**config.mk**
```make
export PLATFORM = sky130hd
export DESIGN_NAME = pmp_front
export DESIGN_NICKNAME = d
export VERILOG_FILES = /design/src/rtl/core/pmp_pkg.sv /design/src/rtl/core/pmp_front.sv
export SDC_FILE = /design/constraint.sdc
export NUM_CORES = 1
export LEC_CHECK = 0
export ABC_AREA = 1
export BUFFER_PORTS_ARGS = -buffer_cell sky130_fd_sc_hd__buf_2
export CAP_MARGIN = 20
export CORE_UTILIZATION = 53
export DETAILED_ROUTE_END_ITERATION = 16
export PLACE_DENSITY = 0.9
export SYNTH_ARGS = -nofsm -noshare
export SYNTH_HDL_FRONTEND = slang
export SYNTH_SLANG_ARGS = --single-unit
```
**constraint.sdc**
```tcl
create_clock -name aclk -period 7.85 [get_ports aclk]
set_clock_uncertainty 0.1 [all_clocks]
set_input_delay 0.3925 -clock aclk [delete_from_list [all_inputs] [get_ports aclk]]
set_output_delay 0.3925 -clock aclk [all_outputs]
set_load 0.01 [all_outputs]
```
**src/rtl/core/pmp_pkg.sv**
```systemverilog
// Shared types and codes for the paged memory block.
package pmp_pkg;
    localparam logic [2:0] OP_READ    = 3'd0;
    localparam logic [2:0] OP_EXEC    = 3'd1;
    localparam logic [2:0] OP_WRITE   = 3'd2;
    localparam logic [2:0] OP_INIT    = 3'd3;
    localparam logic [2:0] OP_MAP     = 3'd4;
    localparam logic [2:0] OP_UNMAP   = 3'd5;
    localparam logic [2:0] OP_PROTECT = 3'd6;

    localparam logic [1:0] ST_OK      = 2'd0;
    localparam logic [1:0] ST_MISSING = 2'd1;
    localparam logic [1:0] ST_DENIED  = 2'd2;
    localparam logic [1:0] ST_FULL    = 2'd3;

    typedef struct packed {
        logic [2:0]  op;
        logic [31:0] address;
        logic [3:0]  access_bytes;
        logic [63:0] write_data;
        logic [3:0]  perm_bits;
        logic [23:0] range_bytes;
    } pmp_item_t;

    typedef struct packed {
        logic [63:0] read_data;
        logic [1:0]  status;
    } pmp_result_t;

    function automatic logic [3:0] need_bit(input logic [2:0] op);
        logic [3:0] b;
        unique case (op[1:0])
            2'd0: b = 4'b0001;
            2'd1: b = 4'b0100;
            2'd2: b = 4'b0010;
            default: b = 4'b1000;
        endcase
        return b;
    endfunction
endpackage

```
**src/rtl/core/pmp_front.sv**
```systemverilog
// Front end: accepts items, classifies them and queues them for the back end.
module pmp_front
    import pmp_pkg::*;
#(
    parameter int DEPTH = 2
) (
    input  logic      aclk,
    input  logic      aresetn,
    input  logic      in_valid,
    output logic      in_ready,
    input  pmp_item_t in_item,
    output logic      q_valid,
    input  logic      q_ready,
    output pmp_item_t q_item
);
    localparam int PW = (DEPTH > 1) ? $clog2(DEPTH) : 1;
    pmp_item_t      buf_reg [DEPTH];
    logic [PW-1:0]  wp_reg, rp_reg;
    logic [PW:0]    cnt_reg;
    pmp_item_t      cls;
    logic           push, pop;

    // Normalize: the unused op code 7 becomes a harmless protect of zero bytes.
    always_comb begin
        cls = in_item;
        if (in_item.op == 3'd7) begin
            cls.op = OP_PROTECT;
            cls.range_bytes = '0;
        end
    end

    assign in_ready = (cnt_reg != (PW+1)'(DEPTH));
    assign q_valid  = (cnt_reg != '0);
    assign q_item   = buf_reg[rp_reg];
    assign push     = in_valid && in_ready;
    assign pop      = q_valid && q_ready;

    always_ff @(posedge aclk) begin
        if (push) begin
            buf_reg[wp_reg] <= cls;
        end
        if (!aresetn) begin
            wp_reg <= '0;
            rp_reg <= '0;
            cnt_reg <= '0;
        end else begin
            if (push) wp_reg <= (wp_reg == PW'(DEPTH-1)) ? '0 : wp_reg + 1'b1;
            if (pop)  rp_reg <= (rp_reg == PW'(DEPTH-1)) ? '0 : rp_reg + 1'b1;
            cnt_reg <= cnt_reg + (PW+1)'(push) - (PW+1)'(pop);
        end
    end
endmodule

```
==> results.ini <==
[timing]
tns_ns=0
setup_viol=0
hold_violations=0
clock.fmax_ghz=0.3346
fin_crit_ns=2.988
max_slew_margin_pct=25.14
grt_setup_unrepaired=no
fin_crit_sh_pct=38.07
worst_pin_slew_ns=1.123
timing.final.max_slew_violations=0

[floorplan]
dieWidth_um=141.2
num_rows=50
fp.dieH_um=141.2
ioPinCount=268
start_util_pct=54.54
coreArea_sq_um=18830
die-area_sq_um=19940

[clock_network]
cts_root_buf=clkbuf_16
cts.clk_slew.worst_paths_ns=0.06
cts_resized=0
cts_setup_buffers=0
cts_tree=done
insertion_delay_ns=0.52
htreeDepth=1
ctsLongestPathBuffers=3
numCtsBuffers=27
cts_sinks=267

[final_layout]
largest_reg_flops=262
antennaDiodeCount=0
drive_gt1_share_pct=49.28
syn2layout_area_growth_pct=34.51
nNetsFinal=1024
fill_cells=1087
finish.utilization_pct=73.37
mostFrequentLayoutCells=267 x buf_2, 262 x edfxtp_1, 107 x dlygate4sd3_1
final_common_cell=buf_2

[global_route]
grt.overflow.total=0
grt_pass1_vias=6109
grt_max_degree=81
antenna_found_initial=0
track_usage_pct=21.48
grt_pass1_wl_mm=32.49

[worst_hold_path]
hold_class=input port to flip-flop
hold_depth=3
whs_endpoint=buf_reg[0][17]$_DFFE_PP_
hp-start=in_item[17]

[place]
gp_congestion=0.7046
hpwl_mm=11.77
portBuffers=267

[pwr]
cellLeakagePower_nw=5.592
p_per_area_nw_per_um2=307.1
ir_drop_v=0.0001826
total_power_mw=4.243

[route]
vias_per_cell=4.952
drc=0
wl_per_cell_um=18.79
dr.pass1.iters=4
ant_nets=0
routed-via-count=5789
detail_route.wirelength_mm=21.97
drt_iter0_markers=301

[critical_path]
regToRegStartpoint=cnt_reg[0]$_SDFF_PN0_
rrSetupSlack_ns=4.94
startpoint_type=flip-flop
arrival_ns=2.50
reg2reg_to=buf_reg[1][117]$_DFFE_PP_
critical_path_class=flip-flop to primary output
reg2reg_depth=6
required_ns=7.36
crit_path_end_kind=primary output
cp_max_fo=56

[logic_synthesis]
syn-num-nets=634
ys_ff_latch=267
muxShareOfSynthArea_pct=17.65
syn_inst=498
synth_area_sq_um=10270
syn_area_per_cell_sq_um=20.62
synth_simple_gate_area_share_pct=1.705
synth_xor_area_share_pct=0.08527
yosysUniqueCellTypes=16
yosys.area_share.adder_pct=0.1218
ys_seq_area_share_pct=77.57
yosys_warnings=0
synth_top_family_by_area=multiplexers
synth_compound_area_share_pct=0.1218

[outcome]
status=finished clean

[job]
cap_violations=0

## through the flow
stage	hold slack, ns	std cells	instance area [sq um]	setup slack, ns
2_1_floorplan	0.3669	498	10270	1.005
3_3_place_gp	0.3784	1012	11830	4.998
3_5_place_dp	0.3919	1012	11830	4.962
4_1_cts	0.03039	1169	13820	4.859
5_1_grt	0.05254	1169	13820	4.751
6_report	0.05826	1169	13820	4.862
## cell type report
type / instances / area [sq um] / area share, %
Clock buffer: 34 / 732.0 / 5.298
Clock inverter: 16 / 181.4 / 1.313
Inverter: 31 / 116.4 / 0.8422
Multi-Input combinational cell: 181 / 2037 / 14.74
Sequential cell: 267 / 7971 / 57.70
Tap cell: 260 / 325.3 / 2.355
Timing Repair Buffer: 380 / 2452 / 17.75
## worst max-delay path by stage
stage | from | to | cells past startpoint
after floorplan | cnt_reg[0]$_SDFF_PN0_ | buf_reg[1][0]$_DFFE_PP_ | 4
after global placement | in_valid | buf_reg[1][108]$_DFFE_PP_ | 5
after detailed placement | in_valid | buf_reg[1][58]$_DFFE_PP_ | 5
after CTS | flip-flop | q_item[118] | 3
after global routing | flip-flop | q_item[118] | 3
final | flip-flop | q_item[118] | 3
## worst max-delay path, stage by stage, from the launching register on
cell     delay, ns
dfxtp_4       0.51
buf_4         0.84
mux2_2        0.43
buf_2         0.14
## synthesized netlist by cell type
cell | number | area, sq um
mux2_4 | 90 | 1351
nand3_1 | 2 | 10.01
buf_8 | 1 | 15.01
xnor2_1 | 1 | 8.760
nor2_1 | 9 | 33.78
dfxtp_1 | 5 | 100.1
edfxtp_1 | 262 | 7868
a21oi_1 | 1 | 5.000
buf_6 | 10 | 112.6
ha_1 | 1 | 12.51
mux2_2 | 41 | 461.7
nand2_1 | 35 | 131.4
a21boi_0 | 1 | 7.510
inv_1 | 31 | 116.4
buf_2 | 6 | 30.03
clkbuf_1 | 2 | 7.510
## per-layer routing
| layer | vias to the layer above | track usage [%] | wire length, um |
|---|---|---|---|
| met4 | 0 | 5.206 | 357 |
| met2 | 267 | 41.38 | 11840 |
| li1 | 2657 | - | - |
| met5 | - | 0 | 0 |
| met3 | 30 | 4.212 | 1481 |
| met1 | 2835 | 24.20 | 8289 |
## logic make-up after synthesis
family / after synthesis
AO/OA/AOI/OAI: 2
adder cells (fa/ha/maj): 1
flip-flops: 267
XOR/XNOR: 1
multiplexers: 131
AND/OR/NAND/NOR: 46
buffers and inverters: 50
## what timing repair did
| action | 4_1_cts | 5_1_grt |
|---|---|---|
| hold buffers | 107 | 0 |
| hold endpoints to repair | 212 | 0 |
| setup endpoints to repair | 0 | 0 |
## power by group
| group | switching, mW | total [mW] | internal [mW] |
|---|---|---|---|
| clock | 0.517 | 1.31 | 0.791 |
| sequential | 0.0692 | 1.88 | 1.81 |
| combinational | 0.531 | 1.05 | 0.520 |
| total | 1.12 | 4.24 | 3.13 |
(Power assumes the default switching activity.)
